## src/sv/image_luminance_normalizer_defines.svh

```systemverilog
// Assertion macros for the luminance normaliser.
`ifndef IMAGE_LUMINANCE_NORMALIZER_DEFINES_SVH
`define IMAGE_LUMINANCE_NORMALIZER_DEFINES_SVH

`ifndef SYNTHESIS
`define ILN_ASSERT(lbl, prop, msg) \
  lbl: assert property (@(posedge clk) disable iff (!rst_n) prop) else $error(msg);
`define ILN_ASSERT_NEVER(lbl, cond, msg) \
  lbl: assert property (@(posedge clk) disable iff (!rst_n) !(cond)) else $error(msg);
`else
`define ILN_ASSERT(lbl, prop, msg)
`define ILN_ASSERT_NEVER(lbl, cond, msg)
`endif

`endif

```

## src/sv/ilnorm_pkg.sv

```systemverilog
// Shared types, codes and constants of the luminance normaliser.
package ilnorm_pkg;

  localparam int VAL_W    = 26;
  localparam int IDX_W    = 10;
  localparam int PIX_W    = 8;
  localparam int DVD_W    = 64;
  localparam int DSR_W    = 32;
  localparam int CFG_IDX_W = 3;
  localparam int CFG_DAT_W = 8;

  localparam int DEF_MAX_PIXELS = 1024;
  localparam int DEF_FRAC_BITS  = 16;

  localparam logic signed [63:0] VAL_MAX64 = 64'sd33554431;
  localparam logic signed [63:0] VAL_MIN64 = -64'sd33554432;
  localparam logic signed [VAL_W-1:0] VAL_MAX = 26'sh1FFFFFF;
  localparam logic signed [VAL_W-1:0] VAL_MIN = 26'sh2000000;

  localparam logic OP_LOAD = 1'b0;
  localparam logic OP_READ = 1'b1;

  localparam logic [1:0] ST_OK        = 2'd0;
  localparam logic [1:0] ST_RANGE     = 2'd1;
  localparam logic [1:0] ST_NOT_READY = 2'd2;

  localparam logic [CFG_IDX_W-1:0] CFG_ZERO   = 3'd0;
  localparam logic [CFG_IDX_W-1:0] CFG_ONE    = 3'd1;
  localparam logic [CFG_IDX_W-1:0] CFG_NORM   = 3'd2;
  localparam logic [CFG_IDX_W-1:0] CFG_STD    = 3'd3;
  localparam logic [CFG_IDX_W-1:0] CFG_INVERT = 3'd4;

  typedef struct packed {
    logic busy;
    logic done;
  } unit_stat_t;

  function automatic logic signed [VAL_W-1:0] sat_val(input logic signed [63:0] x);
    logic signed [VAL_W-1:0] r;
    if (x > VAL_MAX64) r = VAL_MAX;
    else if (x < VAL_MIN64) r = VAL_MIN;
    else r = x[VAL_W-1:0];
    return r;
  endfunction

endpackage

```

## src/sv/ilnorm_div.sv

```systemverilog
// Restoring divider, one quotient bit per cycle.
module ilnorm_div (
  input  logic                      clk,
  input  logic                      rst_n,
  input  logic                      start,
  input  logic [ilnorm_pkg::DVD_W-1:0] dividend,
  input  logic [ilnorm_pkg::DSR_W-1:0] divisor,
  output logic [ilnorm_pkg::DVD_W-1:0] quotient,
  output ilnorm_pkg::unit_stat_t    stat
);
  import ilnorm_pkg::*;

  localparam int CNT_W = $clog2(DVD_W);

  logic [DSR_W-1:0] rem_r;
  logic [DVD_W-1:0] quo_r;
  logic [DSR_W-1:0] dsr_r;
  logic [CNT_W-1:0] cnt_r;
  logic             busy_r;
  logic             done_r;
  logic [DSR_W:0]   rem_sh;
  logic [DSR_W+1:0] trial;
  logic             take;

  assign rem_sh = {rem_r, quo_r[DVD_W-1]};
  assign trial  = {1'b0, rem_sh} - {2'b00, dsr_r};
  assign take   = !trial[DSR_W+1];

  always_ff @(posedge clk) begin
    if (!rst_n) begin
      busy_r <= 1'b0;
      done_r <= 1'b0;
      cnt_r  <= '0;
    end else begin
      done_r <= 1'b0;
      if (start) begin
        busy_r <= 1'b1;
        cnt_r  <= '0;
      end else if (busy_r) begin
        cnt_r <= cnt_r + 1'b1;
        if (cnt_r == CNT_W'(DVD_W - 1)) begin
          busy_r <= 1'b0;
          done_r <= 1'b1;
        end
      end
    end
  end

  always_ff @(posedge clk) begin
    if (start) begin
      rem_r <= '0;
      quo_r <= dividend;
      dsr_r <= divisor;
    end else if (busy_r) begin
      rem_r <= take ? trial[DSR_W-1:0] : rem_sh[DSR_W-1:0];
      quo_r <= {quo_r[DVD_W-2:0], take};
    end
  end

  assign quotient  = quo_r;
  assign stat.busy = busy_r;
  assign stat.done = done_r;
endmodule

```

## config.mk

```make
export PLATFORM = sky130hd
export DESIGN_NAME = ilnorm_div
export DESIGN_NICKNAME = d
export VERILOG_FILES = /design/src/sv/image_luminance_normalizer_defines.svh /design/src/sv/ilnorm_pkg.sv /design/src/sv/ilnorm_div.sv
export SDC_FILE = /design/constraint.sdc
export NUM_CORES = 1
export LEC_CHECK = 0
export BUFFER_PORTS_ARGS = -buffer_cell sky130_fd_sc_hd__buf_2
export CORE_ASPECT_RATIO = 0.5
export CORE_MARGIN = 8
export CORE_UTILIZATION = 59
export CTS_BUF_LIST = sky130_fd_sc_hd__clkbuf_16
export DETAILED_ROUTE_END_ITERATION = 10
export PLACE_DENSITY_LB_ADDON = 0.08
export SLEW_MARGIN = 0
export SYNTH_ARGS = -nofsm -noshare
export SYNTH_HDL_FRONTEND = slang
export SYNTH_SLANG_ARGS = --single-unit
```

## constraint.sdc

```tcl
create_clock -name clk -period 4.9 [get_ports clk]
set_input_delay 0.49 -clock clk [delete_from_list [all_inputs] [get_ports clk]]
set_output_delay 0.49 -clock clk [all_outputs]
set_load 0.05 [all_outputs]
```

After elaboration in Yosys (flattened, before gate mapping) --
Cells that the tools add are included.
Word-level totals: register bits 136, latch bits 0, RAM bits 0, ROM bits 0, input bits 99, output and inout bits 66, word-level logic and storage cells 22, memories 0
Operators by class: add/sub/neg operators 2, multiply operators 0, divide/modulo/power cells 0, magnitude comparators 0, eq/ne operators 1, shift operators 0, mux-type cells 7, bitwise gates (word level) 2, reductions and logical operators 4
Operator list (number):
- 64-bit 2-to-1 mux | 2
- 33-bit by 32-bit subtractor with 34-bit output | 1
- 32-bit 2-to-1 mux | 1
- 6-bit by 1-bit adder with 6-bit output (second input constant) | 1
- 6-bit == test (second input constant) | 1
- 1-bit 2-to-1 mux | 4
- 3-bit OR reduction | 1
- 1-bit NOT | 2
- 2-bit nonzero test | 1
- 2-bit OR reduction | 1
- 1-bit zero test | 1

Logic depth before layout (Yosys ltp) --
Gate-level depths: netlist of run 1.
depth in word-level cells 4, depth in mapped cells 13, depth with buffers taken out 13

Least setup slack after synthesis of run 1 --
No wires, ideal clock.
kind flip-flop to flip-flop, start point register quo_r[63], in the netlist quotient[63], end point register rem_r[30], setup time 126 ps, arrival time 2667 ps, required time 4774 ps, slack 2107 ps, cell stages (with the launch flop) 14, buffers on the path 0, clock period less this slack 2793 ps, cell sequence edfxtp_1 inv_1 ha_1 inv_1 fa_1 a21oi_1 o211ai_1 a21boi_0 o211ai_1 a31oi_1 o31ai_1 a21oi_1 xor2_1 o21ai_0
On the way: word-level cells in the longest chain between the ends 2
RTL lines:
- from (decl) | RTL line ilnorm_div.sv:16 | logic [DVD_W-1:0] quo_r;
- from (signal assigned) | RTL line ilnorm_div.sv:52 | quo_r <= dividend;
- from (signal assigned) | RTL line ilnorm_div.sv:56 | quo_r <= {quo_r[DVD_W-2:0], take};
- 33-bit by 32-bit subtractor with 34-bit output | RTL line ilnorm_div.sv:26 | assign trial = {1'b0, rem_sh} - {2'b00, dsr_r};
- 32-bit 2-to-1 mux | RTL line ilnorm_div.sv:55 | rem_r <= take ? trial[DSR_W-1:0] : rem_sh[DSR_W-1:0];
- to (signal assigned) | RTL line ilnorm_div.sv:55
- to (decl) | RTL line ilnorm_div.sv:15 | logic [DSR_W-1:0] rem_r;
No other way between the ends. A chain may end at the register's enable or synchronous reset.

Worst setup path in the final report of run 1 --
start point register rem_r[21], end point register rem_r[7]
On the way: word-level cells in the longest chain between the ends 2
RTL lines (RTL line):
- 33-bit by 32-bit subtractor with 34-bit output | ilnorm_div.sv:26
- 32-bit 2-to-1 mux | ilnorm_div.sv:55
No other way between the ends.

==> impl_metrics.csv, run 1 <==
group,metric,value,unit
die,die_w,173.0,um
place,place_hpwl,12480,um
power,p_int,2.396,mW
synth,synth.distinct_cells,60,
cells_and_area,regArea,3684,um^2
cells_and_area,n_fill_cell,888,
power,swShare,32.41,%
global_routing,grt_pass1_wl,27860,um
routing,wirelength,17400,um
clock_tree,cts_buffers,17,
power,power.total,3.545,mW
synth,synthTopCellsByArea,"edfxtp_1 (40%), dfxtp_1 (11%), mux2_2 (9.9%), ha_1 (5.7%), a21oi_1 (3.3%)",
routing,vias,5659,
place,io_buffer_count,164,
critical_path,endpoint_kind,"flip-flop",
routing,ant_nets,0,
cells_and_area,num_antenna_cells,0,
critical_path,crit_required,5.24,ns
clock_tree,clk_pin_slew,0.07,ns
timing,worst_slew_pin_slew,1.124,ns
routing,drt_iter0_markers,385,
die,core,11910,um^2
timing,finClkSkew,0.009818,ns
timing,rsz0062_at_grt,"no",
routing,viasPerCell,5.716,
die,placementRows,28,
synth,ys_ff_latch,136,
routing,drtPass1Iterations,5,
synth,ys.flop_type,"edfxtp_1",
clock_tree,cts_tree,"done",
synth,syn_nets,793,
power,p_leak,3.728,nW
synth,yosys.area.top_type,"edfxtp_1",
die,die_area,16340,um^2
power,p_switching,1.149,mW
global_routing,grt_max_degree,76,
timing,max-slew-margin-rel,25.09,%
place,gp_congestion,0.8914,
cells_and_area,syn2layout_area_growth,20.83,%
clock_tree,clockRootBuffer,"clkbuf_16",
die,ioPinCount,165,
synth,synth_async_sr_flop_share,0,%
die,initial_core_util,61.02,%
clock_tree,cts_htree_levels,4,
timing,finalCritPeriodShare,65.17,%
power,seqPwrFrac,39.5,%
power,pwr_density_cell,403.6,nW/um^2
power,p_clk_share,38.5,%
cells_and_area,fin_nets,945,
synth,synth_commonest_cells,"edfxtp_1 (96), mux2_2 (64), nor2_1 (56)",
global_routing,grt_overflow,0,
timing,slew_violations,0,
cells_and_area,final_util,73.73,%
synth,yosysSeqAreaShare,50.68,%
power,pwr-share-comb,22.0,%
clock_tree,cts_resized,0,
clock_tree,ctsHoldBuffers,0,
timing,hold_violations,0,
critical_path,r2r_slack,1.71,ns
timing,setup_viol,0,
critical_path,worstPathArrival,3.54,ns
global_routing,first_global_vias,5722,
clock_tree,postCtsSetupBuffers,0,
cells_and_area,drive_above_1_share,33.21,%
synth,ys_warn_count,0,
synth,netlist_area,7268,um^2
power,ir_drop,0.2020,mV
outcome,status,"completed",
routing,route.detailed.drc,0,
synth,synth_cells,660,
timing,fin_setup_tns,0,ns
worst_hold_path,hold_class,"primary input to flip-flop",
global_routing,antenna_found_initial,1,
timing,timing.fmax,0.3131,GHz
routing,avgRoutedWirePerCell,17.57,um
critical_path,worst-path-max-fanout,41,
synth,yosysMostFrequentCell,"edfxtp_1",
die,die_y,94.49,um
synth,synth_top_area_share,39.66,%
cells_and_area,multi_input_area,3241,um^2
critical_path,crit_type,"flip-flop to flip-flop",
clock_tree,clock_sinks,136,
clock_tree,cts_buffer_depth,2,
critical_path,cp-start-kind,"flip-flop",
synth,synth_edf_count,96,
synth,syn_area_per_cell,11.01,um^2
job,max-cap-violations,0,
global_routing,grt_usage,21.11,%
timing,finalCriticalPeriod,3.193,ns
clock_tree,worstSkewPairLatency,0.43,ns
==> critical path, stage by stage (launching register included) <==
cell,delay (ns)
dfxtp_1,0.33
ha_1,0.38
a21o_1,0.22
a21o_1,0.18
a21o_1,0.22
nor3_2,0.22
o221ai_2,0.15
a31oi_4,0.90
nand2_1,0.14
o31a_1,0.15
a211oi_2,0.21
==> kinds of logic (layout without fill, tap and decap cells) <==
logic type                 count (synthesis)  in the layout  synth area share [%]
AOI/OAI and AO/OA                        158            158                 14.44
xor gates and xnor gates                  29             29                 3.495
adders and majority gates                 34             34                 5.956
buffers and inverters                     82            247                 4.734
DFF                                      136            136                 50.68
muxes                                     78             78                 11.91
and+or+nand+nor                          143            143                 8.779
==> area by class of cell <==
cell class | count | share of cell area (%)
inverters | 47 | 2.009
clock inverters | 15 | 2.237
well taps | 165 | 2.351
multi-input cells | 442 | 36.90
clock buffers | 17 | 4.844
flip-flops and latches | 136 | 41.94
repair buffers | 168 | 9.716
==> cells in the final DEF (no fill, tap or decap), types with 6 or more instances in the layout <==
master | netlist | layout
edfxtp_1 | 96 | 96
a21o_1 | 11 | 11
o21ai_0 | 28 | 28
mux2_2 | 64 | 64
nor2_1 | 56 | 56
dfxtp_1 | 40 | 40
buf_2 | 7 | 163
clkbuf_16 | 0 | 17
a21oi_1 | 48 | 48
mux2i_1 | 13 | 13
nor3_1 | 11 | 11
a31oi_1 | 6 | 6
ha_1 | 33 | 33
a211oi_1 | 20 | 20
a32oi_1 | 6 | 6
xor2_1 | 12 | 12
nand4_1 | 9 | 9
nand2_1 | 41 | 41
inv_1 | 47 | 46
xnor2_1 | 17 | 17
inv_8 | 0 | 6
==> metal layers <==
metal	up-vias	routed length, um	part of all wire, %	track usage [%]
met5	-	14	0.080	0
met2	172	8293	48	36.07
li1	2732	-	-	-
met3	30	1534	8.8	8.602
met1	2723	7283	42	24.37
met4	2	274	1.6	6.771
==> power by group through the flow <==
| stage | clock network [mW] | registers, mW | logic, mW |
|---|---|---|---|
| after floorplan | 0 | 1.61 | 0.395 |
| after global placement | 0 | 1.42 | 0.760 |
| after detailed placement | 0 | 1.42 | 0.777 |
| after CTS | 1.38 | 1.40 | 0.781 |
| after global routing | 1.42 | 1.41 | 0.841 |
| final | 1.36 | 1.40 | 0.780 |
==> through the flow <==
step / hold slack (ns) / cell area, um^2 / setup WS (ns) / std cells
floorplan: 0.4526 / 7268 / 2.107 / 660
global placement: 0.4664 / 8160 / 1.876 / 958
detailed placement: 0.4806 / 8160 / 1.718 / 958
CTS: 0.2294 / 8782 / 1.723 / 990
global route: 0.2268 / 8782 / 1.414 / 990
finish: 0.2367 / 8782 / 1.707 / 990
==> path summary, 6_finish.rpt <==
path	cells past startpoint	start	endpoint
setup / recovery	10	rem_r[21]	rem_r[7]
hold / removal	1	divisor[24]	dsr_r[24]
setup reg to reg	10	rem_r[21]	rem_r[7]
hold reg to reg	2	cnt_r[5]	cnt_r[5]
==> sequential cells by signal, summed over array words and instances (netlist names) <==
name      flops
busy_r        1
cnt_r         6
done_r        1
dsr_r        32
quotient     64
rem_r        32
(Power assumes the default switching activity.)
==> inputs of run 2 (changes only) <==
--- a/config.mk
+++ b/config.mk
@@ -5,10 +5,11 @@
 export SDC_FILE = /design/constraint.sdc
 export NUM_CORES = 1
 export LEC_CHECK = 0
+export ABC_AREA = 1
 export BUFFER_PORTS_ARGS = -buffer_cell sky130_fd_sc_hd__buf_2
 export CORE_ASPECT_RATIO = 0.5
 export CORE_MARGIN = 8
-export CORE_UTILIZATION = 59
+export CORE_UTILIZATION = 56
 export CTS_BUF_LIST = sky130_fd_sc_hd__clkbuf_16
 export DETAILED_ROUTE_END_ITERATION = 10
 export PLACE_DENSITY_LB_ADDON = 0.08
==> constraint.sdc (replaced) <==
create_clock -name clk -period 3.25 [get_ports clk]
set_input_delay 0.325 -clock clk [delete_from_list [all_inputs] [get_ports clk]]
set_output_delay 0.325 -clock clk [all_outputs]
set_load 0.05 [all_outputs]
==> run 2 against run 1 <==
  * Clock-buffer cell count stayed put
  * Utilization is 6.0 points lower
  * Final cell count increased by 50%
  * Synthesized area increased by 12%
  * Worst hold slack worse by 0.17 ns
  * Die area increased by 16%
  * Wire length up 33%
  * Flip-flop and latch count unchanged
  * Power increased by 38%
  * Global-route usage rose by 3.5 points
  * Clock power is 49% higher
  * Largest power group unchanged
  * Highest routed layer unchanged
==> impl_metrics.csv, run 2 <==
group,metric,value,unit
outcome,status,"completed",
synth,synthTopCellsByArea,"edfxtp_1 (35%), nand2_1 (23%), dfxtp_1 (9.8%), inv_1 (8.0%), ha_1 (5.1%)",
routing,drt_iter0_markers,522,
synth,yosys.area.top_type,"edfxtp_1",
clock_tree,clk_pin_slew,0.07,ns
clock_tree,worstSkewPairLatency,0.43,ns
routing,route.detailed.drc,0,
timing,slew_violations,0,
critical_path,cp-start-kind,"flip-flop",
timing,setup_slack,0.7455,ns
power,p_leak,5.272,nW
critical_path,r2r_start,"dsr_r[3]",
clock_tree,postCtsSetupBuffers,0,
critical_path,crit_end,"rem_r[19]",
cells_and_area,final_common_cell,"nand2_1",
critical_path,crit_required,3.62,ns
global_routing,grt_usage,24.61,%
clock_tree,clock_sinks,136,
global_routing,antenna_found_initial,5,
critical_path,cp_slowest_cell,"edfxtp_1",
worst_hold_path,hold_class,"primary input to flip-flop",
routing,vias,7522,
synth,synth_cells,1118,
critical_path,r2r_slack,0.75,ns
clock_tree,cts_resized,0,
timing,finalCriticalPeriod,2.504,ns
synth,synth_async_sr_flop_share,0,%
die,initial_core_util,56.89,%
critical_path,worstPathArrival,2.88,ns
global_routing,grt_pass1_wl,37430,um
critical_path,crit_type,"flip-flop to flip-flop",
synth,syn_area_per_cell,7.302,um^2
power,ir_drop,0.3429,mV
global_routing,first_global_vias,7481,
worst_hold_path,hold_start,"divisor[10]",
timing,max-slew-margin-rel,28.53,%
die,die_w,186.8,um
cells_and_area,fin_nets,1409,
die,core,14350,um^2
timing,setup_viol,0,
place,gp_congestion,0.9266,
clock_tree,cts_buffer_depth,2,
die,ioPinCount,165,
timing,holdWs,0.06203,ns
clock_tree,cts_buffers,17,
job,max-cap-violations,0,
timing,finalCritPeriodShare,77.06,%
timing,rsz0062_at_grt,"no",
cells_and_area,largest_register_ffs,64,
critical_path,path_common_cell,"nand2_1",
synth,syn_nets,1251,
routing,wirelength,23230,um
synth,synth_commonest_cells,"nand2_1 (508), inv_1 (174), edfxtp_1 (96)",
place,dp_cells,1455,
routing,ant_nets,0,
cells_and_area,final_cell_mix,"nand2_1 (508), inv_1 (173), buf_2 (163), edfxtp_1 (96), nand3_1 (79)",
timing,finClkSkew,0.01434,ns
cells_and_area,n_fill_cell,1261,
synth,synth_top_area_share,35.31,%
critical_path,crit_chain,"inv_1 > ha_1 > nand2_1 > inv_1 > nand2_1 > nand2_1 > nand2_1 > nand3_2 > nand2_2 > nand2_2 > nand2_4 > nand2_4 > nand2_1 > nand3_1 > nand2_1",
critical_path,reg2reg_depth,15,
timing,timing.fmax,0.3993,GHz
clock_tree,clockRootBuffer,"clkbuf_16",
place,io_buffer_count,164,
place,dp_slack,0.7730,ns
routing,viasPerCell,5.052,
clock_tree,ctsHoldBuffers,0,
die,die_area,18930,um^2
synth,ys.flop_type,"edfxtp_1",
synth,yosysSeqAreaShare,45.12,%
clock_tree,cts_tree,"done",
timing,fin_setup_tns,0,ns
synth,netlist_area,8164,um^2
synth,synth.distinct_cells,37,
critical_path,endpoint_kind,"flip-flop",
synth,ys_ff_latch,136,
routing,avgRoutedWirePerCell,15.60,um
cells_and_area,regArea,3684,um^2
place,place_hpwl,17460,um
power,pwr_density_cell,502.6,nW/um^2
die,placementRows,31,
clock_tree,cts_htree_levels,4,
global_routing,grt_overflow,0,
cells_and_area,stdcell_count,1489,
timing,hold_violations,0,
routing,drtPass1Iterations,5,
cells_and_area,multi_input_area,3651,um^2
cells_and_area,drive_above_1_share,16.99,%
timing,worst_slew_pin_slew,1.070,ns
critical_path,max_stage_delay,0.36,ns
synth,ys_warn_count,0,
critical_path,cp-startpoint,"dsr_r[3]",
die,die_y,101.4,um
global_routing,grt_max_degree,67,
critical_path,reg2reg_to,"rem_r[19]",
synth,yosysMostFrequentCell,"nand2_1",
synth,synth_edf_count,96,
critical_path,worst-path-max-fanout,31,
cells_and_area,syn2layout_area_growth,19.14,%
[run 2: cell types whose count changed in the layout (fill, tap and decap cells not counted), moves of 11 or more]
cell      before  now
nand2_1       41  508
inv_1         46  173
nand3_1        5   79
mux2_2        64    0
a21oi_1       48   19
o21ai_0       28    2
a211oi_1      20    0
nand3b_1       0   17
mux2i_1       13    0
a21o_1        11    0
xor2_1        12    1
[run 2: through the flow]
| stage | instance area, um^2 | total power, mW | utilization (%) |
|---|---|---|---|
| after floorplan | 8164 | 2.650 | - |
| after global placement | 9120 | 2.883 | 63.55 |
| after detailed placement | 9120 | 2.896 | 63.55 |
| after CTS | 9722 | 4.907 | 67.74 |
| after global routing | 9724 | 5.046 | 67.76 |
| final | 9727 | 4.889 | 67.78 |
[run 2: logic make-up after synthesis]
family	synth area share, %
AOI/OAI and AO/OA	2.468
xor gates and xnor gates	1.609
adders and majority gates	5.303
buffers and inverters	10.19
DFF	45.12
and+or+nand+nor	35.31
[run 2: cell type report]
type / count / area share (%)
Clock inverter: 15 / 1.814
Antenna cell: 2 / 0.05145
Timing Repair Buffer: 170 / 9.056
Inverter: 175 / 6.753
Multi-Input combinational cell: 776 / 37.54
Tap cell: 198 / 2.547
Sequential cell: 136 / 37.87
Clock buffer: 17 / 4.374
[run 2: worst max-delay path: cells and delay by family (launching register included)]
kind,cells,cell delay [ns]
adder cells (fa/ha/maj),1,0.28
buffers and inverters,2,0.14
AND/OR/NAND/NOR,12,1.67
flip-flops,1,0.36
[run 2: worst min path at each step]
stage	slack, ns	to	cells after the start
finish	0.06	dsr_r[10]	1
global route	0.05	dsr_r[13]	1
CTS	0.05	dsr_r[31]	1
detailed placement	0.46	rem_r[16]	2
global placement	0.46	rem_r[12]	2
floorplan	0.42	dsr_r[0]	0
[run 2: power breakdown]
part,internal (mW),switching [mW]
clock network,1.21,0.818
registers,2.00,0.0599
logic,0.204,0.596
[run 2: layer usage]
| layer | track usage (%) | part of all wire, % | vias to the layer above |
|---|---|---|---|
| met5 | 0 | 0.19 | - |
| met2 | 41.56 | 45 | 233 |
| met1 | 30.54 | 45 | 3443 |
| li1 | - | - | 3798 |
| met4 | 6.428 | 1.4 | 8 |
| met3 | 7.732 | 7.7 | 40 |
