**src/sv/image_luminance_normalizer_defines.svh**
```systemverilog
// Assertion macros for the luminance normaliser.
`ifndef IMAGE_LUMINANCE_NORMALIZER_DEFINES_SVH
`define IMAGE_LUMINANCE_NORMALIZER_DEFINES_SVH

`ifndef SYNTHESIS
`define ILN_ASSERT(lbl, prop, msg) \
  lbl: assert property (@(posedge clk) disable iff (!rst_n) prop) else $error(msg);
`define ILN_ASSERT_NEVER(lbl, cond, msg) \
  lbl: assert property (@(posedge clk) disable iff (!rst_n) !(cond)) else $error(msg);
`else
`define ILN_ASSERT(lbl, prop, msg)
`define ILN_ASSERT_NEVER(lbl, cond, msg)
`endif

`endif

```
**src/sv/ilnorm_pkg.sv**
```systemverilog
// Shared types, codes and constants of the luminance normaliser.
package ilnorm_pkg;

  localparam int VAL_W    = 26;
  localparam int IDX_W    = 10;
  localparam int PIX_W    = 8;
  localparam int DVD_W    = 64;
  localparam int DSR_W    = 32;
  localparam int CFG_IDX_W = 3;
  localparam int CFG_DAT_W = 8;

  localparam int DEF_MAX_PIXELS = 1024;
  localparam int DEF_FRAC_BITS  = 16;

  localparam logic signed [63:0] VAL_MAX64 = 64'sd33554431;
  localparam logic signed [63:0] VAL_MIN64 = -64'sd33554432;
  localparam logic signed [VAL_W-1:0] VAL_MAX = 26'sh1FFFFFF;
  localparam logic signed [VAL_W-1:0] VAL_MIN = 26'sh2000000;

  localparam logic OP_LOAD = 1'b0;
  localparam logic OP_READ = 1'b1;

  localparam logic [1:0] ST_OK        = 2'd0;
  localparam logic [1:0] ST_RANGE     = 2'd1;
  localparam logic [1:0] ST_NOT_READY = 2'd2;

  localparam logic [CFG_IDX_W-1:0] CFG_ZERO   = 3'd0;
  localparam logic [CFG_IDX_W-1:0] CFG_ONE    = 3'd1;
  localparam logic [CFG_IDX_W-1:0] CFG_NORM   = 3'd2;
  localparam logic [CFG_IDX_W-1:0] CFG_STD    = 3'd3;
  localparam logic [CFG_IDX_W-1:0] CFG_INVERT = 3'd4;

  typedef struct packed {
    logic busy;
    logic done;
  } unit_stat_t;

  function automatic logic signed [VAL_W-1:0] sat_val(input logic signed [63:0] x);
    logic signed [VAL_W-1:0] r;
    if (x > VAL_MAX64) r = VAL_MAX;
    else if (x < VAL_MIN64) r = VAL_MIN;
    else r = x[VAL_W-1:0];
    return r;
  endfunction

endpackage

```
**src/sv/ilnorm_sqrt.sv**
```systemverilog
// Integer square root, one root bit per cycle.
module ilnorm_sqrt (
  input  logic                      clk,
  input  logic                      rst_n,
  input  logic                      start,
  input  logic [ilnorm_pkg::DVD_W-1:0] radicand,
  output logic [ilnorm_pkg::DSR_W-1:0] root,
  output ilnorm_pkg::unit_stat_t    stat
);
  import ilnorm_pkg::*;

  localparam int CNT_W = $clog2(DSR_W);

  logic [DVD_W-1:0] x_r;
  logic [DSR_W+1:0] rem_r;
  logic [DSR_W-1:0] root_r;
  logic [CNT_W-1:0] cnt_r;
  logic             busy_r;
  logic             done_r;
  logic [DSR_W+3:0] rem_sh;
  logic [DSR_W+3:0] trial;
  logic [DSR_W+3:0] diff;
  logic             take;

  assign rem_sh = {rem_r, x_r[DVD_W-1:DVD_W-2]};
  assign trial  = {2'b00, root_r, 2'b01};
  assign take   = rem_sh >= trial;
  assign diff   = rem_sh - trial;

  always_ff @(posedge clk) begin
    if (!rst_n) begin
      busy_r <= 1'b0;
      done_r <= 1'b0;
      cnt_r  <= '0;
    end else begin
      done_r <= 1'b0;
      if (start) begin
        busy_r <= 1'b1;
        cnt_r  <= '0;
      end else if (busy_r) begin
        cnt_r <= cnt_r + 1'b1;
        if (cnt_r == CNT_W'(DSR_W - 1)) begin
          busy_r <= 1'b0;
          done_r <= 1'b1;
        end
      end
    end
  end

  always_ff @(posedge clk) begin
    if (start) begin
      x_r    <= radicand;
      rem_r  <= '0;
      root_r <= '0;
    end else if (busy_r) begin
      x_r    <= {x_r[DVD_W-3:0], 2'b00};
      rem_r  <= take ? diff[DSR_W+1:0] : rem_sh[DSR_W+1:0];
      root_r <= {root_r[DSR_W-2:0], take};
    end
  end

  assign root      = root_r;
  assign stat.busy = busy_r;
  assign stat.done = done_r;
endmodule
```
**config.mk**
```make
export PLATFORM = sky130hd
export DESIGN_NAME = ilnorm_sqrt
export DESIGN_NICKNAME = d
export VERILOG_FILES = /design/src/sv/image_luminance_normalizer_defines.svh /design/src/sv/ilnorm_pkg.sv /design/src/sv/ilnorm_sqrt.sv
export SDC_FILE = /design/constraint.sdc
export NUM_CORES = 1
export LEC_CHECK = 0
export BUFFER_PORTS_ARGS = -buffer_cell sky130_fd_sc_hd__buf_2
export CORE_MARGIN = 2
export CORE_UTILIZATION = 40
export CTS_BUF_LIST = sky130_fd_sc_hd__clkbuf_16
export DETAILED_ROUTE_END_ITERATION = 6
export GPL_TIMING_DRIVEN = 0
export PLACE_DENSITY = 0.73
export SLEW_MARGIN = 20
export SYNTH_ARGS = -nofsm -noshare
export SYNTH_HDL_FRONTEND = slang
export SYNTH_SLANG_ARGS = --single-unit
```
**constraint.sdc**
```tcl
create_clock -name clk -period 2.9 [get_ports clk]
set_input_delay 0.435 -clock clk [delete_from_list [all_inputs] [get_ports clk]]
set_output_delay 0.435 -clock clk [all_outputs]
set_load 0.005 [all_outputs]
```
## After elaboration in Yosys (flattened, before gate mapping)

Index checks and enable logic that the tools add are counted.

| cells by class | value |
|---|---|
| muxes and demuxes | 7 |
| magnitude comparators | 1 |
| bitwise logic cells | 2 |
| eq/ne operators | 1 |
| add/subtract/negate cells | 2 |
| reductions and logical operators | 3 |

Operator list:

| operator | number |
|---|---|
| $mux W64 | 2 |
| $ge A36 B34 Y1 | 1 |
| $mux W34 | 1 |
| $sub A34 B34 Y34 | 1 |
| $add A5 B1 Y5 const B | 1 |
| $eq A5 B5 Y1 const B | 1 |
| $mux W1 | 4 |
| $reduce_or A3 Y1 | 1 |
| $not A1 Y1 | 2 |
| $reduce_bool A2 Y1 | 1 |
| $reduce_or A2 Y1 | 1 |

| word-level totals | value |
|---|---|
| register bits | 137 |
| output and inout bits | 34 |
| input port bits | 67 |
| logic and storage cells | 22 |

## Depth between registers and ports, before layout

Gate-level depths: netlist of the first run.

| depth | value |
|---|---|
| depth after elaboration | 4 |
| gate-level depth with buffers | 13 |
| mapped depth without buffers | 11 |

## Least setup slack after synthesis of the first run

No wires, ideal clock.

| path | value |
|---|---|
| kind | reg-to-reg |
| start point | register root_r[13], in the netlist root[13] |
| end point | register rem_r[26] |
| library setup time | 0.079 ns |
| arrival time | 2.662 ns |
| data required time | 2.821 ns |
| path slack | 0.159 ns |
| clock period less this slack | 2.741 ns |
| cell stages (with the launch flop) | 12 |
| path buffers | 0 |
| cells stage by stage | dfxtp_1 -> inv_1 -> ha_1 -> a21oi_1 -> o211ai_1 -> a311oi_2 -> a31oi_2 -> a31oi_2 -> o21ai_1 -> o211ai_1 -> mux2_1 -> a211oi_2 |

| between the ends | value |
|---|---|
| word-level cells in the longest chain between the ends | 2 |
| elaborated cells between the ends (all ways) | 3 |
| classes of those cells | add/sub: 1; order compare: 1; mux: 1 |

Ends and longest elaborated chain:

| element | line | text |
|---|---|---|
| from (decl) | ilnorm_sqrt.sv:16 | `logic [DSR_W-1:0] root_r;` |
| from (signal assigned) | ilnorm_sqrt.sv:58 | `root_r <= {root_r[DSR_W-2:0], take};` |
| $sub A34 B34 Y34 or $ge A36 B34 Y1 (tied branches) | ilnorm_sqrt.sv:28, ilnorm_sqrt.sv:27 |  |
| $mux W34 * | ilnorm_sqrt.sv:57 | `rem_r <= take ? diff[DSR_W+1:0] : rem_sh[DSR_W+1:0];` |
| to (signal assigned) | ilnorm_sqrt.sv:57 |  |
| to (decl) | ilnorm_sqrt.sv:15 | `logic [DSR_W+1:0] rem_r;` |

Every way passes the cells marked *; elsewhere a longest branch is shown, timed or not.
A chain may end at the register's enable or synchronous reset.

## Final worst setup path of the first run

| path | value |
|---|---|
| start point | register root_r[1], in the netlist root[1] |
| end point | register rem_r[33] |

The elaborated chain is that of the path after synthesis.

==> out/metrics.cfg, run 1 <==
[pwr]
peakVddDrop_mv=0.559
power_density_nw_per_um2=919
power_leakage_nw=3.77
power_mw=8.50

[cts]
cts_buffers=17
clk_transition_reported_paths_ps=60
h-tree-depth=4
cts_hold_buf=0
clk_path_buf_depth=2
cts_tree=yes
root_buffer=clkbuf_16
clock-sinks=137
clk_latency_ps=420

[floorplan]
core-area_sq_um=18500
die_w_microns=141
rows=50
die-area_sq_um=19800
ios=101
die_h_microns=141
start_util_pct=40.4

[placed_design]
hpwl_mm=12.3
dp_slack_ps=-145
io_buffers=99
post-place-cells=1069
gp_congestion=0.921

[yosys]
syn_area_sq_um=7490
yosysSeqAreaShare_pct=45.2
synth_top_area_share_pct=25.7
yosys.area_share.simple_pct=12.2
ys_warn_count=0
synth_top_family_by_area=multiplexers
synth_area_leaders=edfxtp_1 26%, dfxtp_1 20%, mux2_2 9.3%
muxShareOfSynthArea_pct=15.3
ys_top_cells_by_count=83 x nor2_1, 73 x dfxtp_1, 66 x nand2_1
synth_compound_area_share_pct=13.1
synth_edf_count=64
synth_area_per_cell_sq_um=10.2
ys_seq_elements=137
async_flop_share_pct=0
yosysMostFrequentCell=nor2_1
synth_cell_types=60
synth-main-ff-cell=dfxtp_1
syn-num-nets=838
yosysTopAreaCell=edfxtp_1
synth_fa_ha_area_share_pct=6.01
synthCells=735
synth_xor_area_share_pct=3.27

[detailed_routing]
wirelength_mm=17.7
vias_per_cell=5.34
drcViolationCount=0
drtPass1Iterations=5
detail-route-antenna-nets=0
dr_total_vias=5901
drt-initial-drc-count=356
post_drt_wl_per_cell_microns=16.0

[worst_setup_path]
startpoint_type=flip-flop
worstSetupPathType=flip-flop to flip-flop
worst-path-max-fanout=5
end_kind=flip-flop
worstPathRequired_ps=3230
crit_arrival_ps=3110

[hold_path]
hp-class=primary input to flip-flop

[sta]
worstMarginPinSlew_ps=810
setup-violations-final=0
worst_clock_skew_ps=9.19
period_needed_ps=2780
slew_headroom_pct=46.0
hold_viol_final=0
finalCritPeriodShare_pct=96.0
fmax_ghz=0.359
final_max_slew_viol_count=0
whs_ps=250
setup_ws_ps=117

[final_layout]
insertedDiodeCount=0
fin_cells=1106
fin_nets=962
synthToLayoutAreaGrowth_pct=23.6
drive_gt1_share_pct=30.8

[global_route]
antenna_found_initial=2
grt_max_degree=49
grt_overflow_total=0
grt_pass1_vias=5733
grt_pass1_wl_mm=28.3
track_usage_pct=17.9

[run]
cap_violations=0

[run_status]
status=completed

critical path, cell delays in order, from the launching register on:
cell and delay [ps]:
dfxtp_1 370, inv_1 90, ha_4 300, o211ai_1 100
o21ai_2 240, o2111ai_1 190, a31oi_2 350, o2111ai_4 190
a21oi_4 270, a21oi_2 110, o2111a_1 260, a311oi_1 220
stage by stage:
| stage | setup TNS [ps] | util [%] | cell area [sq um] |
|---|---|---|---|
| 2_1_floorplan | 0 | - | 7490 |
| 3_3_place_gp | -36910 | 44.7 | 8280 |
| 3_5_place_dp | -561 | 44.9 | 8310 |
| 4_1_cts | 0 | 48.4 | 8970 |
| 5_1_grt | -75.3 | 50.0 | 9260 |
| 6_report | 0 | 50.0 | 9260 |
final cells by class:
type                       instances  area [sq um]
clock buffer                      17           425
buffer                            37           191
timing repair buffer             111           606
sequential                       137          3400
multi-input combinational        513          4020
tap                              234           293
inverter                          42           158
clock inverter                    15           163
fill                            1665          9260
cells in the final DEF, fill, tap and decap left out, types with 17 or more instances in the layout:
cell / n
a21oi_1: 30
inv_1: 43
ha_1: 19
nor2_1: 81
nand2_1: 65
buf_2: 102
edfxtp_1: 64
dfxtp_1: 63
clkbuf_16: 17
mux2i_1: 40
mux2_2: 62
flip-flops by register name (all words and copies together), names as in the netlist:
register,cells
busy_r,1
rem_r,34
x_r,64
cnt_r,5
done_r,1
root,32
report_power, final:
group | leakage, nW | switching [mW] | internal [mW]
clock | 0.294 | 0.881 | 1.28
sequential | 1.25 | 0.161 | 2.28
combinational | 2.23 | 2.12 | 1.78
layer usage:
metal | part of all wire (%) | global-route usage, % | vias to the layer above
met5 | 0.073 | 0 | -
met4 | 1.6 | 5.16 | 2
met3 | 8.8 | 7.34 | 24
met2 | 46 | 29.2 | 198
met1 | 43 | 22.0 | 2775
li1 | - | - | 2902
repair_timing:
action	4_1_cts	5_1_grt
endpoints found under the setup margin	13	30
setup buffers	1	10
resized for setup	18	45
hold endpoints to repair	0	0
pin swaps	2	11
kinds of logic after synthesis:
group | after synthesis
buffers and inverters | 85
AND/OR/NAND/NOR | 205
adder cells (fa/ha/maj) | 36
XOR/XNOR | 28
flip-flops | 137
AO/OA/AOI/OAI | 138
multiplexers | 106
final timing paths:
kind,startpoint,slack [ps],end,depth (start not counted)
min,rst_n,250,busy_r,2
min reg2reg,rem_r[10],500,rem_r[12],2
max reg2reg,root[1],120,rem_r[33],11
max,root[1],120,rem_r[33],11
Power figures use the tool's default switching activity.
==> run 2, diff against run 1 <==
--- a/config.mk
+++ b/config.mk
@@ -5,7 +5,9 @@
 export SDC_FILE = /design/constraint.sdc
 export NUM_CORES = 1
 export LEC_CHECK = 0
+export ABC_AREA = 1
 export BUFFER_PORTS_ARGS = -buffer_cell sky130_fd_sc_hd__buf_2
+export CORE_ASPECT_RATIO = 0.9
 export CORE_MARGIN = 2
 export CORE_UTILIZATION = 40
 export CTS_BUF_LIST = sky130_fd_sc_hd__clkbuf_16
==> run 2 against run 1 <==
- via count rose by 32%
- sequential share of layout area shrank 2.0 points
- clock power hardly changed
- power increased by 20%
- first-iteration DRC count is 33% higher
- cell area up 5.3%
- flip-flop and latch count unchanged
- sequential power down 2%
- register-to-register slack improved by 130 ps
- final cell count grew 44%
==> out/metrics.cfg, run 2 <==
[run_status]
status=completed  ; unchanged

[worst_setup_path]
cpMaxStageDelayCell=ha_1  ; was dfxtp_1
rrSetupSlack_ps=240  ; was 120 ps
crit_buf_inv=2  ; was 1
critical-path-top-delay-family=simple AND/OR/NAND/NOR gates  ; was compound AO/OA/AOI/OAI gates
worst-path-max-fanout=10  ; was 5
worstSetupPathType=flip-flop to flip-flop  ; unchanged
crit_arrival_ps=2980  ; was 3110 ps
crit_chain=inv_1 -> ha_1 -> a21oi_1 -> nand2_1 -> nand2_1 -> nand2_1 -> nand2_1 -> nand3_2 -> a21oi_4 -> buf_2 -> nand3b_1 -> nand3_1 -> nand2_1  ; was inv_1 -> ha_4 -> o211ai_1 -> o21ai_2 -> o2111ai_1 -> a31oi_2 -> o2111ai_4 -> a21oi_4 -> a21oi_2 -> o2111a_1 -> a311oi_1
crit_top_cell=nand2_1
slowest_delay_ps=370  ; about the same
reg2reg_depth=13  ; was 11
worstPathRequired_ps=3220  ; was 3230 ps
crit-reg2reg-launch=root[21]  ; was root[1]
startpoint_type=flip-flop  ; unchanged
r2r_end=rem_r[21]  ; was rem_r[33]
end_kind=flip-flop  ; unchanged

[run]
cap_violations=0  ; unchanged

[final_layout]
synthToLayoutAreaGrowth_pct=17.4  ; was 23.6%
multi_input_area_sq_um=4080  ; was 4020 sq um
insertedDiodeCount=0  ; unchanged
layout_common_cells=575 x nand2_1, 173 x inv_1, 102 x buf_2, 73 x dfxtp_1, 64 x edfxtp_1  ; was 102 x buf_2, 81 x nor2_1, 65 x nand2_1, 64 x edfxtp_1, 63 x dfxtp_1
final_area_sq_um=9740  ; was 9260 sq um
largest_register_ffs=64  ; unchanged
drive_gt1_share_pct=12.4  ; was 30.8%
final_common_cell=nand2_1  ; was buf_2
nFillCells=2012  ; was 1665
fin_cells=1598  ; was 1106
regMostFlops=x_r  ; unchanged
fin_nets=1433  ; was 962
regArea_sq_um=3380  ; was 3400 sq um
final_core_util_pct=48.3  ; was 50.0%

[cts]
cts_tree=yes  ; unchanged
clock-sinks=137  ; unchanged
root_buffer=clkbuf_16  ; unchanged
clk_transition_reported_paths_ps=70  ; was 60 ps
clk_path_buf_depth=2  ; unchanged
cts_setup_buffers=0  ; was 1
cts_hold_buf=0  ; unchanged
cts_buffers=17  ; unchanged
clk_latency_ps=430  ; was 420 ps
h-tree-depth=4  ; unchanged
cts_resized=0  ; was 18

[yosys]
yosysTopAreaCell=nand2_1  ; was edfxtp_1
muxShareOfSynthArea_pct=0  ; was 15.3%
synthCells=1211  ; was 735
synth_area_leaders=nand2_1 26%, edfxtp_1 23%, dfxtp_1 18%  ; was edfxtp_1 26%, dfxtp_1 20%, mux2_2 9.3%
ys_top_cells_by_count=575 x nand2_1, 173 x inv_1, 73 x dfxtp_1  ; was 83 x nor2_1, 73 x dfxtp_1, 66 x nand2_1
yosysSeqAreaShare_pct=40.8  ; was 45.2%
syn_area_sq_um=8300  ; was 7490 sq um
synth-main-ff-cell=dfxtp_1  ; unchanged
synth_fa_ha_area_share_pct=5.43  ; was 6.01%
yosysMostFrequentCell=nand2_1  ; was nor2_1
synth_top_family_by_area=simple AND/OR/NAND/NOR gates  ; was multiplexers
ys_warn_count=0  ; unchanged
ys_seq_elements=137  ; unchanged
syn-num-nets=1314  ; was 838
synth_compound_area_share_pct=5.17  ; was 13.1%
synth_area_per_cell_sq_um=6.86  ; was 10.2 sq um
synth_cell_types=40  ; was 60
async_flop_share_pct=0  ; unchanged
synth_edf_count=64  ; unchanged
synth_xor_area_share_pct=1.58  ; was 3.27%
yosys.area_share.simple_pct=37.0  ; was 12.2%
synth_top_area_share_pct=26.0  ; was 25.7%

[detailed_routing]
dr_total_vias=7778  ; was 5901
drt-initial-drc-count=473  ; was 356
drcViolationCount=0  ; unchanged
wirelength_mm=22.4  ; was 17.7 mm
detail-route-antenna-nets=0  ; unchanged
drtPass1Iterations=5  ; unchanged
vias_per_cell=4.87  ; was 5.34
post_drt_wl_per_cell_microns=14.0  ; was 16.0 microns

[placed_design]
hpwl_mm=17.5  ; was 12.3 mm
io_buffers=99  ; unchanged
placed_area_sq_um=9140  ; was 8310 sq um
gp_congestion=1.01  ; was 0.921
post-place-cells=1566  ; was 1069
dp_slack_ps=259  ; was -145 ps

[sta]
fmax_ghz=0.376  ; was 0.359 GHz
whs_ps=242  ; was 250 ps
final_max_slew_viol_count=0  ; unchanged
period_needed_ps=2660  ; was 2780 ps
setup-violations-final=0  ; unchanged
worstMarginPinSlew_ps=1080  ; was 810 ps
worst_clock_skew_ps=9.63  ; was 9.19 ps
hold_viol_final=0  ; unchanged
finalCritPeriodShare_pct=91.7  ; was 96.0%
final.setup.tns_ps=0  ; unchanged
rsz0062_at_grt=no
slew_headroom_pct=27.5  ; was 46.0%
setup_ws_ps=242  ; was 117 ps

[global_route]
antenna_found_initial=0  ; was 2
grt_max_degree=43  ; was 49
grt_pass1_wl_mm=36.5  ; was 28.3 mm
track_usage_pct=21.0  ; was 17.9%
grt_pass1_vias=7638  ; was 5733
grt_overflow_total=0  ; unchanged

[pwr]
power_frac_clock_pct=21.5  ; was 25.5%
power_leakage_nw=5.21  ; was 3.77 nW
pwr-share-seq_pct=23.4  ; was 28.6%
switching_share_pct=48.0  ; was 37.2%
power_density_nw_per_um2=1050  ; was 919 nW/um^2
power_mw=10.2  ; was 8.50 mW
peakVddDrop_mv=0.543  ; was 0.559 mV
pwr-share-comb_pct=55.2  ; was 45.9%
power.internal_mw=5.31  ; was 5.34 mW
p_sw_mw=4.90  ; was 3.16 mW

[hold_path]
worstHoldStart=rst_n  ; unchanged
min_to=done_r  ; was busy_r
hp-class=primary input to flip-flop  ; unchanged
whs_path_depth=3  ; was 2

[floorplan]
ios=101  ; unchanged
start_util_pct=41.2  ; was 40.4%
die_w_microns=156  ; was 141 microns
core-area_sq_um=20200  ; was 18500 sq um
die-area_sq_um=21900  ; was 19800 sq um
rows=49  ; was 50
die_h_microns=141  ; about the same

## run 2: cell types whose count changed after synthesis, moves of 11 or more
cell,change
a21o_1,-13
a21oi_1,-11
a311oi_1,-16
inv_1,+131
mux2_2,-62
mux2i_1,-40
nand2_1,+509
nand3_1,+48
nand3b_1,+16
nor2_1,-33
o22ai_1,+31
## run 2: power groups by stage
stage | Sequential [mW] | Clock (mW) | Combinational (mW)
final | 2.39 | 2.19 | 5.64
after CTS | 2.38 | 2.22 | 5.56
after global routing | 2.41 | 2.30 | 6.39
after global placement | 2.42 | 0 | 5.45
after floorplan | 2.39 | 0 | 4.19
after detailed placement | 2.42 | 0 | 5.52
## run 2: logic make-up after synthesis
kind of cell	count (synthesis)
buffers and inverters	211
adders and majority gates	36
xor gates and xnor gates	15
DFF	137
and+or+nand+nor	740
AOI/OAI and AO/OA	72
## run 2: per-layer routing
metal,vias to the layer above,GRT usage [%],wire length (microns)
met3,37,4.83,1390
met2,232,34.9,10200
met4,0,6.62,506
li1,4014,-,-
met1,3495,27.0,10300
met5,-,0,0
## run 2: layout make-up
cell class | instances | share of cell area (%)
plain buffers | 35 | 1.85
clock buffers | 17 | 4.37
clock inverters | 15 | 1.82
inverters | 176 | 6.78
multi-input cells | 863 | 41.9
flip-flops and latches | 137 | 34.7
well taps | 255 | 3.27
repair buffers | 100 | 5.29
## run 2: worst max-delay path by stage
stage / end / cells after the start / slack [ps] / from
5_1_grt: rem_r[18] / 13 / 90 / root[21]
6_report: rem_r[21] / 13 / 240 / root[21]
3_5_place_dp: x_r[33] / 5 / 260 / start
3_3_place_gp: x_r[38] / 4 / -540 / start
2_1_floorplan: x_r[0] / 4 / 540 / start
4_1_cts: rem_r[21] / 13 / 260 / root[21]
## run 2: worst register-to-register path: stages, from the launching register on
cell and delay [ps]:
dfxtp_1 340, inv_1 80, ha_1 370, a21oi_1 300, nand2_1 130, nand2_1 80, nand2_1 100, nand2_1 90
nand3_2 80, a21oi_4 340, buf_2 360, nand3b_1 130, nand3_1 90, nand2_1 60
